`config.mk`:
```
export PLATFORM = sky130hd
export DESIGN_NAME = supply_stable_qualifier
export DESIGN_NICKNAME = d
export VERILOG_FILES = /design/src/rtl/core/ssq_pkg.sv /design/src/rtl/core/supply_stable_qualifier.sv
export SDC_FILE = /design/constraint.sdc
export NUM_CORES = 1
export LEC_CHECK = 0
export ABC_AREA = 1
export BUFFER_PORTS_ARGS = -buffer_cell sky130_fd_sc_hd__buf_2
export CAP_MARGIN = 15
export CELL_PAD_IN_SITES_DETAIL_PLACEMENT = 0
export CELL_PAD_IN_SITES_GLOBAL_PLACEMENT = 2
export CORE_ASPECT_RATIO = 1.75
export CORE_MARGIN = 10
export CORE_UTILIZATION = 35
export CTS_BUF_LIST = sky130_fd_sc_hd__clkbuf_2
export CTS_CLUSTER_SIZE = 12
export DETAILED_ROUTE_END_ITERATION = 10
export HOLD_SLACK_MARGIN = 0.12
export PLACE_DENSITY = 0.9
export SETUP_SLACK_MARGIN = 0.5
export SYNTH_ARGS = -nofsm -noshare
export SYNTH_HDL_FRONTEND = slang
export SYNTH_SLANG_ARGS = --single-unit
```
`constraint.sdc`:
```
create_clock -name clk -period 3.4 [get_ports clk]
set_clock_uncertainty 0.15 [all_clocks]
set_input_delay 0.34 -clock clk [delete_from_list [all_inputs] [get_ports clk]]
set_output_delay 0.34 -clock clk [all_outputs]
set_load 0.05 [all_outputs]
```
`src/rtl/core/ssq_pkg.sv`:
```
`timescale 1ns / 1ps
// Package for the supply stable qualifier.
// Holds the phase type, counter widths and register address codes; no dependencies.
package ssq_pkg;

    localparam int COUNT_WIDTH  = 16;
    localparam int TIMEOUT_W    = 16;
    localparam int PERIOD_W     = 10;
    localparam int STABLE_W     = 16;
    localparam int CMP_W        = (COUNT_WIDTH > 16) ? COUNT_WIDTH : 16;
    localparam int ADDR_W       = 4;
    localparam int DATA_W       = 32;

    localparam logic [COUNT_WIDTH-1:0] COUNT_MAX  = {COUNT_WIDTH{1'b1}};
    localparam logic [PERIOD_W-1:0]    PERIOD_MAX = {PERIOD_W{1'b1}};

    localparam logic [TIMEOUT_W-1:0] TIMEOUT_RESET = TIMEOUT_W'(1);
    localparam logic [PERIOD_W-1:0]  PERIOD_RESET  = PERIOD_W'(10);
    localparam logic [STABLE_W-1:0]  STABLE_RESET  = STABLE_W'(100);

    localparam logic [ADDR_W-1:0] ADDR_READY_TIMEOUT = 4'h0;
    localparam logic [ADDR_W-1:0] ADDR_CHECK_PERIOD  = 4'h4;
    localparam logic [ADDR_W-1:0] ADDR_STABLE_TIME   = 4'h8;

    typedef enum logic [2:0] {
        PH_IDLE     = 3'd0,
        PH_WAIT     = 3'd1,
        PH_SAMPLE   = 3'd2,
        PH_PASS     = 3'd3,
        PH_CLKFAULT = 3'd4,
        PH_TIMEOUT  = 3'd5
    } phase_t;

endpackage

```
`src/rtl/core/supply_stable_qualifier.sv`:
```
`timescale 1ns / 1ps
// Top level of the supply stable qualifier: power-good debounce timer.
// Depends on ssq_pkg for the phase type, widths and register addresses.
//
// Usage:
// Each item on the input channel (in_valid/in_ready) is one millisecond tick
// carrying start_req, clock_ready, monitor_ready and supply_above.
// Each accepted item produces exactly one item on the output channel
// (out_valid/out_ready) with the phase after that tick in status and the
// monitor power request in monitor_enable.
// The result is registered at the edge that accepts the item. Throughput is
// one item per cycle while the receiver takes each output, set by the single
// registered state update and the output register.
// When the receiver stalls, the output register holds its item and in_ready
// drops; when the output is taken in the same cycle, a new item is accepted.
// The APB port sets the ready timeout (0x0), the check period (0x4) and the
// stable time (0x8); the user must write it only while no item is in flight;
// the block does not enforce this. Reset returns the phase to idle, clears
// all counters and loads the register defaults of 1, 10 and 100 ticks.
module supply_stable_qualifier
(
    input  logic                          clk,
    input  logic                          rst_n,
    input  logic                          psel,
    input  logic                          penable,
    input  logic                          pwrite,
    input  logic [ssq_pkg::ADDR_W-1:0]    paddr,
    input  logic [ssq_pkg::DATA_W-1:0]    pwdata,
    output logic [ssq_pkg::DATA_W-1:0]    prdata,
    output logic                          pready,
    input  logic                          in_valid,
    output logic                          in_ready,
    input  logic                          start_req,
    input  logic                          clock_ready,
    input  logic                          monitor_ready,
    input  logic                          supply_above,
    output logic                          out_valid,
    input  logic                          out_ready,
    output logic [2:0]                    status,
    output logic                          monitor_enable
);
    import ssq_pkg::*;

    logic [TIMEOUT_W-1:0]   timeout_reg;
    logic [PERIOD_W-1:0]    period_reg;
    logic [STABLE_W-1:0]    stable_reg;

    phase_t                 phase_reg, phase_next;
    logic [COUNT_WIDTH-1:0] ready_elapsed_reg, ready_elapsed_next;
    logic [PERIOD_W-1:0]    period_count_reg, period_count_next;
    logic                   tracking_reg, tracking_next;
    logic [COUNT_WIDTH-1:0] stable_elapsed_reg, stable_elapsed_next;

    logic                   out_valid_reg;
    logic [2:0]             status_reg;
    logic                   monitor_enable_reg;

    logic                   cfg_write;
    logic                   accept;
    logic [TIMEOUT_W-1:0]   timeout_eff;
    logic [PERIOD_W-1:0]    period_eff;

    assign pready    = 1'b1;
    assign cfg_write = psel && penable && pwrite;

    always_ff @(posedge clk or negedge rst_n)
    begin
        if (!rst_n)
        begin
            timeout_reg <= TIMEOUT_RESET;
            period_reg  <= PERIOD_RESET;
            stable_reg  <= STABLE_RESET;
        end
        else if (cfg_write)
        begin
            case (paddr)
                ADDR_READY_TIMEOUT: timeout_reg <= pwdata[TIMEOUT_W-1:0];
                ADDR_CHECK_PERIOD:  period_reg  <= pwdata[PERIOD_W-1:0];
                ADDR_STABLE_TIME:   stable_reg  <= pwdata[STABLE_W-1:0];
                default:            ;
            endcase
        end
    end

    always_comb
    begin
        case (paddr)
            ADDR_READY_TIMEOUT: prdata = DATA_W'(timeout_reg);
            ADDR_CHECK_PERIOD:  prdata = DATA_W'(period_reg);
            ADDR_STABLE_TIME:   prdata = DATA_W'(stable_reg);
            default:            prdata = '0;
        endcase
    end

    assign in_ready    = !out_valid_reg || out_ready;
    assign accept      = in_valid && in_ready;
    assign timeout_eff = (timeout_reg == '0) ? TIMEOUT_W'(1) : timeout_reg;
    assign period_eff  = (period_reg == '0) ? PERIOD_W'(1) : period_reg;

    always_comb
    begin
        logic [COUNT_WIDTH-1:0] re_inc;
        logic [PERIOD_W-1:0]    pc_inc;
        logic [COUNT_WIDTH-1:0] se_inc;

        re_inc = (ready_elapsed_reg == COUNT_MAX) ? COUNT_MAX
                 : ready_elapsed_reg + COUNT_WIDTH'(1);
        pc_inc = (period_count_reg == PERIOD_MAX) ? PERIOD_MAX
                 : period_count_reg + PERIOD_W'(1);
        se_inc = (!tracking_reg) ? stable_elapsed_reg
                 : (stable_elapsed_reg == COUNT_MAX) ? COUNT_MAX
                 : stable_elapsed_reg + COUNT_WIDTH'(1);

        phase_next          = phase_reg;
        ready_elapsed_next  = ready_elapsed_reg;
        period_count_next   = period_count_reg;
        tracking_next       = tracking_reg;
        stable_elapsed_next = stable_elapsed_reg;

        if (start_req && phase_reg != PH_WAIT && phase_reg != PH_SAMPLE)
        begin
            ready_elapsed_next  = '0;
            period_count_next   = '0;
            tracking_next       = 1'b0;
            stable_elapsed_next = '0;
            if (!clock_ready)
            begin
                phase_next = PH_CLKFAULT;
            end
            else if (monitor_ready)
            begin
                phase_next = PH_SAMPLE;
            end
            else
            begin
                phase_next = PH_WAIT;
            end
        end
        else if (phase_reg == PH_WAIT)
        begin
            ready_elapsed_next = re_inc;
            if (monitor_ready)
            begin
                phase_next        = PH_SAMPLE;
                period_count_next = '0;
            end
            else if (CMP_W'(re_inc) >= CMP_W'(timeout_eff))
            begin
                phase_next = PH_TIMEOUT;
            end
        end
        else if (phase_reg == PH_SAMPLE)
        begin
            period_count_next   = pc_inc;
            stable_elapsed_next = se_inc;
            if (pc_inc >= period_eff)
            begin
                period_count_next = '0;
                if (!supply_above)
                begin
                    tracking_next       = 1'b0;
                    stable_elapsed_next = '0;
                end
                else if (stable_reg == '0)
                begin
                    phase_next = PH_PASS;
                end
                else if (!tracking_reg)
                begin
                    tracking_next       = 1'b1;
                    stable_elapsed_next = '0;
                end
                else if (CMP_W'(se_inc) >= CMP_W'(stable_reg))
                begin
                    phase_next = PH_PASS;
                end
            end
        end
    end

    always_ff @(posedge clk or negedge rst_n)
    begin
        if (!rst_n)
        begin
            phase_reg          <= PH_IDLE;
            ready_elapsed_reg  <= '0;
            period_count_reg   <= '0;
            tracking_reg       <= 1'b0;
            stable_elapsed_reg <= '0;
            out_valid_reg      <= 1'b0;
        end
        else
        begin
            if (accept)
            begin
                phase_reg          <= phase_next;
                ready_elapsed_reg  <= ready_elapsed_next;
                period_count_reg   <= period_count_next;
                tracking_reg       <= tracking_next;
                stable_elapsed_reg <= stable_elapsed_next;
                out_valid_reg      <= 1'b1;
            end
            else if (out_ready)
            begin
                out_valid_reg <= 1'b0;
            end
        end
    end

    always_ff @(posedge clk)
    begin
        if (accept)
        begin
            status_reg         <= phase_next;
            monitor_enable_reg <= (phase_next == PH_WAIT) || (phase_next == PH_SAMPLE);
        end
    end

    assign out_valid      = out_valid_reg;
    assign status         = status_reg;
    assign monitor_enable = monitor_enable_reg;

endmodule
```
==> results.json, run 1 <==
{
  "register_area_um2": 2360,
  "synth_edf_count": 4,
  "antenna_found_initial": 1,
  "insertion_delay_ps": 620,
  "drive_gt1_frac": 0.315,
  "core_area_um2": 17600,
  "io_buffers": 52,
  "period_minus_slack_ps": 3050,
  "cts-buffers-inserted": 9,
  "ys_warn_count": 0,
  "cp-start-kind": "flip-flop",
  "p_per_area_nw_per_um2": 500,
  "utilization": 0.483,
  "die_h_um": 197,
  "cts_root_buffer": "clkbuf_2",
  "wirelength_mm": 18.8,
  "final_common_cell": "nand2_1",
  "p_leak_nw": 4.23,
  "dr.pass1.iters": 5,
  "hold_violations": 0,
  "cts_tree": "done",
  "crit_chain": "ha_2, nand3_2, nor3_4, nand3_2, buf_6, nor2_4, nand3_2, nand2_2, nand2_4, nor2_4, inv_2, ha_4, nand2_4, buf_6, nor4_4, nand2_1, nand2_2, nand2_2, nand2_2, nand2_4, nand4_1, nand2_1",
  "start_util": 0.357,
  "overflow": 0,
  "crit_slowest_cell": "dfrtp_1",
  "p_total_mw": 4.26,
  "io_pins": 86,
  "critPathArrivalTime_ps": 3300,
  "grt_pass1_vias": 5980,
  "drt_iter0_markers": 279,
  "fill_cells": 1800,
  "cts.sinks": 93,
  "maxCapViolations": 0,
  "drc": 0,
  "max_freq_mhz": 328,
  "async_reset_ff_frac": 0.957,
  "ys_ff_latch": 93,
  "hp-class": "in2reg",
  "row_count": 64,
  "tightest_slew_ps": 926,
  "cp_max_fo": 3,
  "nNetsFinal": 1053,
  "ir_drop_mv": 0.254,
  "place_ws_ps": 106,
  "fin_ws_ps": 350,
  "synthToLayoutAreaGrowth_pct": 35.1,
  "cpPeakStageDelay_ps": 420,
  "cp-end-kind": "flip-flop",
  "drv_slew": 0,
  "vias": 5795,
  "die_w_um": 121,
  "grt_pass1_wl_mm": 29.8,
  "place_congestion": 0.814,
  "max_slew_margin": 0.381,
  "hpwl_mm": 14.0,
  "syn_inst": 829,
  "avgRoutedWirePerCell_um": 15.7,
  "ys_seq_area_frac": 0.374,
  "final_cell_mix": "155 x nand2_1, 150 x inv_1, 80 x dfrtp_1",
  "cpMostUsedCell": "nand2_2",
  "htreeDepth": 3,
  "tns_ps": 0,
  "rsz0062_at_grt": "true",
  "outcome": "completed",
  "syn_area_um2": 6300,
  "fp.dieArea_um2": 24000,
  "synth_flop_cell": "dfrtp_1",
  "netlist-cell-type-count": 46,
  "vias_per_cell": 4.84,
  "grt_max_degree": 41,
  "cts.path.max_buffers": 2,
  "worstSetupPathType": "reg2reg",
  "drtAntennaViolNets": 0,
  "grt_util_all_layers": 0.157,
  "multi_input_area_um2": 4020,
  "cp_data_required_time_ps": 3650,
  "fin_crit_sh": 0.897,
  "syn_avg_cell_area_um2": 7.60,
  "setup_viol": 0,
  "cts.clk_slew.worst_paths_ps": 240
}
==> area by class of cell <==
| class | instances | area share |
|---|---|---|
| timing repair buffer | 137 | 0.123 |
| timing repair inverter | 1 | 0.00103 |
| clock buffer | 9 | 0.00529 |
| multi-input combinational | 554 | 0.473 |
| tap | 231 | 0.0340 |
| sequential | 93 | 0.277 |
| inverter | 165 | 0.0752 |
| clock inverter | 7 | 0.0115 |
| antenna | 1 | 0.000294 |
==> through the flow <==
stage	hold slack (ps)	std cells	instance area (um2)
after detailed placement	243	1109	6820
after CTS	120	1184	7810
after global placement	234	1109	6820
final	174	1198	8510
after global routing	153	1198	8510
after floorplan	-106	844	6350
==> Yosys cell counts, types with 3 or more instances <==
library cell  count  area share
nand3_2          10       0.016
xor2_1           18       0.025
a22o_1            4      0.0056
dfstp_2           6       0.025
buf_4            17       0.020
a21oi_1          18       0.014
nand3_1          32       0.025
nor4_1            9      0.0089
inv_1           160       0.095
nand4_1          10      0.0099
o22ai_1          26       0.026
clkbuf_1         11      0.0066
dfrtp_1          83        0.33
o21ai_0          63       0.050
o221ai_1          9       0.013
ha_1             45       0.089
o21ai_1           7      0.0056
edfxtp_1          4       0.019
inv_2             3      0.0018
nor3_1            8      0.0064
buf_2             4      0.0032
nor2_2            6      0.0060
o21ai_2           7      0.0097
nand2_2           9      0.0089
nor2_1           47       0.028
nand2_1         186        0.11
==> metal layers <==
metal	share of wire	up-vias	track usage
li1	-	2915	-
met1	0.36	2752	0.162
met2	0.58	93	0.297
met3	0.024	35	0.0192
met4	0.036	0	0.0794
met5	0	-	0
==> cell families (layout without fill, tap and decap cells) <==
family,count (synthesis),after routing,share of synthesized area
AND/OR/NAND/NOR,326,326,0.236
buffers and inverters,197,319,0.129
AO/OA/AOI/OAI,147,147,0.144
flip-flops,93,93,0.374
adder cells (fa/ha/maj),45,45,0.0894
XOR/XNOR,19,19,0.0264
other,2,18,0.00119
==> path summary, 6_finish.rpt <==
path / end / slack (ps) / startpoint / depth (start not counted)
max: monitor_enable / 350 / stable_elapsed_reg[1] / 22
min: status[2] / 170 / start_req / 6
max reg2reg: monitor_enable / 350 / stable_elapsed_reg[1] / 22
min reg2reg: stable_reg[5] / 360 / stable_reg[5] / 2
max in group asynchronous: stable_elapsed_reg[4] / 2100 / rst_n / 4
min in group asynchronous: stable_reg[5] / 610 / rst_n / 3
==> repair_timing <==
action | 4_1_cts | 5_1_grt
gates resized for setup | 78 | 119
pin swaps | 42 | 47
setup endpoints to repair | 32 | 32
buffers inserted | 30 | 13
endpoints found under the hold margin | 137 | 0
hold buffers | 28 | 0
cloned | 1 | 0
==> worst max-delay path: cells and delay by family, from the launching register on <==
kind / cells / cell delay [ps]
AND/OR/NAND/NOR: 17 / 1500
buffers and inverters: 3 / 320
flip-flops: 1 / 420
adder cells (fa/ha/maj): 2 / 460
==> where the power goes <==
| group | switching [mW] | internal, mW |
|---|---|---|
| Sequential | 0.185 | 1.32 |
| Combinational | 1.28 | 0.800 |
| Clock | 0.422 | 0.246 |
Note: power is estimated with default switching activity, not from simulation.
==> inputs of run 2 (changes only) <==
ABC_AREA = unset   (was 1)
CORE_UTILIZATION = 36   (was 35)
PLACE_DENSITY = 0.89   (was 0.9)
==> run 2 against run 1 <==
  * The run now ends with setup timing left
  * Utilization up 1.7 points
  * Worst setup slack worse by 430 ps
  * Critical path depth down 8
  * Wire length up 10%
==> results.json, run 2 <==
{
  "syn_area_um2": 6200,
  "synth_area_leaders": "dfrtp_1 34%, ha_1 9.1%, nand2_1 7.7%",
  "ys_seq_area_frac": 0.380,
  "cp_max_fo": 3,
  "cp-start-kind": "flip-flop",
  "hpwl_mm": 15.5,
  "tns_ps": -134,
  "maxCapViolations": 0,
  "violations": "setup timing",
  "io_buffers": 52,
  "max_freq_mhz": 287,
  "worstSetupPathType": "reg2reg",
  "cts_tree": "done",
  "drt_iter0_markers": 259,
  "nNetsFinal": 972,
  "insertion_delay_ps": 610,
  "grt_max_degree": 57,
  "grt_pass1_wl_mm": 32.7,
  "drtAntennaViolNets": 0,
  "startpoint": "stable_elapsed_reg[1]",
  "max_slew_margin": 0.270,
  "drc": 0,
  "yosysTopAreaCellShare": 0.335,
  "synth_edf_count": 4,
  "fill_cells": 1620,
  "fin_cells": 1113,
  "cp_data_required_time_ps": 3680,
  "final_cell_mix": "120 x nand2_1, 95 x buf_4, 83 x dfrtp_1",
  "ir_drop_mv": 0.236,
  "p_per_area_nw_per_um2": 397,
  "fp.dieArea_um2": 23100,
  "htreeDepth": 3,
  "syn_avg_cell_area_um2": 8.69,
  "utilization": 0.500,
  "grt_util_all_layers": 0.176,
  "vias_per_cell": 5.42,
  "io_pins": 86,
  "synth_top_area_cell": "dfrtp_1",
  "dp.cells": 1028,
  "netlist-cell-type-count": 65,
  "cts.path.max_buffers": 2,
  "ys_warn_count": 0,
  "dr.pass1.iters": 6,
  "cts-buffers-inserted": 9,
  "place_ws_ps": -359,
  "synth_flop_cell": "dfrtp_1",
  "wirelength_mm": 20.7,
  "start_util": 0.366,
  "grt_pass1_vias": 6305,
  "cts_root_buffer": "clkbuf_2",
  "drive_gt1_frac": 0.321,
  "cts.sinks": 93,
  "hp-class": "in2async",
  "vias": 6037,
  "timing.rr.start": "stable_elapsed_reg[1]",
  "rsz0062_at_grt": "true",
  "die_h_um": 194,
  "overflow": 0,
  "syn_inst": 713,
  "critPathArrivalTime_ps": 3760,
  "place_congestion": 0.874,
  "p_leak_nw": 4.20,
  "hold_violations": 0,
  "cts.clk_slew.worst_paths_ps": 290,
  "async_reset_ff_frac": 0.957,
  "period_minus_slack_ps": 3480,
  "ys_ff_latch": 93,
  "setup_viol": 2,
  "final_common_cell": "nand2_1",
  "outcome": "finished, violations left",
  "cp-end-kind": "flip-flop",
  "row_count": 63,
  "yosys-top-cells-count": "127 x nand2_1, 83 x dfrtp_1, 55 x o21ai_0",
  "synthToLayoutAreaGrowth_pct": 36.7,
  "drv_slew": 0,
  "yosysMostFrequentCell": "nand2_1",
  "die_w_um": 119,
  "fin_crit_sh": 1.02,
  "antenna_found_initial": 1,
  "core_area_um2": 16900,
  "fin_ws_ps": -79.2,
  "tightest_slew_ps": 1090,
  "avgRoutedWirePerCell_um": 18.6
}
run 2: cell types whose count changed after synthesis, sizes merged, moves of 12 or more:
cell    before  now
inv        164   48
nand2      195  127
nor2        56   18
a22o         4   35
o22ai       27    2
o21ai       77   57
nand3       42   27
nand2b       0   14
clkbuf      11   24
a21o         1   13
run 2: area by class of cell:
type | count | area (um2) | area share
Timing Repair Buffer | 186 | 1440 | 0.170
Clock buffer | 9 | 45.0 | 0.00532
Multi-Input combinational cell | 541 | 4060 | 0.479
Antenna cell | 1 | 2.50 | 0.000295
Tap cell | 227 | 284 | 0.0335
Sequential cell | 93 | 2350 | 0.278
Inverter | 49 | 184 | 0.0217
Clock inverter | 7 | 97.6 | 0.0115
run 2: worst paths after layout:
path	to	slack [ps]	depth (start not counted)
worst max-delay path	monitor_enable	-80	14
worst min-delay path	ready_elapsed_reg[11]	150	2
worst max register to register	monitor_enable	-80	14
worst min register to register	stable_reg[6]	400	2
max in group asynchronous	period_reg[3]	2140	3
min in group clk	period_reg[1]	180	4
run 2: cells by family (layout without fill, tap and decap cells):
family	after synthesis	count (layout)	share of synthesized area
XOR/XNOR	17	17	0.0240
adder cells (fa/ha/maj)	45	45	0.0909
other	2	18	0.00121
AO/OA/AOI/OAI	191	191	0.212
multiplexers	7	7	0.0127
AND/OR/NAND/NOR	263	264	0.211
buffers and inverters	95	251	0.0688
flip-flops	93	93	0.380
run 2: per-stage QoR:
step | power (mW) | hold WS, ps | area [um2]
floorplan | 2.15 | -106 | 6420
global placement | 2.48 | 295 | 7220
detailed placement | 2.51 | 301 | 7220
CTS | 3.32 | 129 | 8140
global route | 3.57 | 131 | 8470
finish | 3.36 | 145 | 8470
run 2: worst max-delay path: stages, from the launching register on:
cell and delay (ps):
dfrtp_1 470, ha_2 210, and3_4 180, nor4b_4 250
nor2b_4 220, nand2_2 60, mux2_4 320, ha_4 250
and4_4 150, a21oi_2 150, o2111ai_2 140, a211oi_4 320
buf_6 160, o22ai_1 80, a211oi_1 190
run 2: layer usage:
layer | track usage | share of wire | vias to the layer above
li1 | - | - | 2867
met1 | 0.185 | 0.38 | 2948
met2 | 0.324 | 0.54 | 167
met3 | 0.0262 | 0.031 | 55
met4 | 0.0987 | 0.052 | 0
met5 | 0 | 0 | -
run 2: timing repair:
| item | CTS | global route |
|---|---|---|
| pin swaps | 50 | 37 |
| setup buffers | 25 | 12 |
| hold buffers | 27 | 0 |
| endpoints found under the setup margin | 32 | 32 |
| cloned | 3 | 0 |
| gates resized for setup | 49 | 43 |
| hold endpoints to repair | 110 | 0 |
run 2: power by group:
group	internal (mW)	leakage [nW]	switching [mW]
sequential	1.28	1.13	0.180
combinational	0.500	2.98	0.720
clock	0.247	0.0806	0.428
total	2.03	4.20	1.33
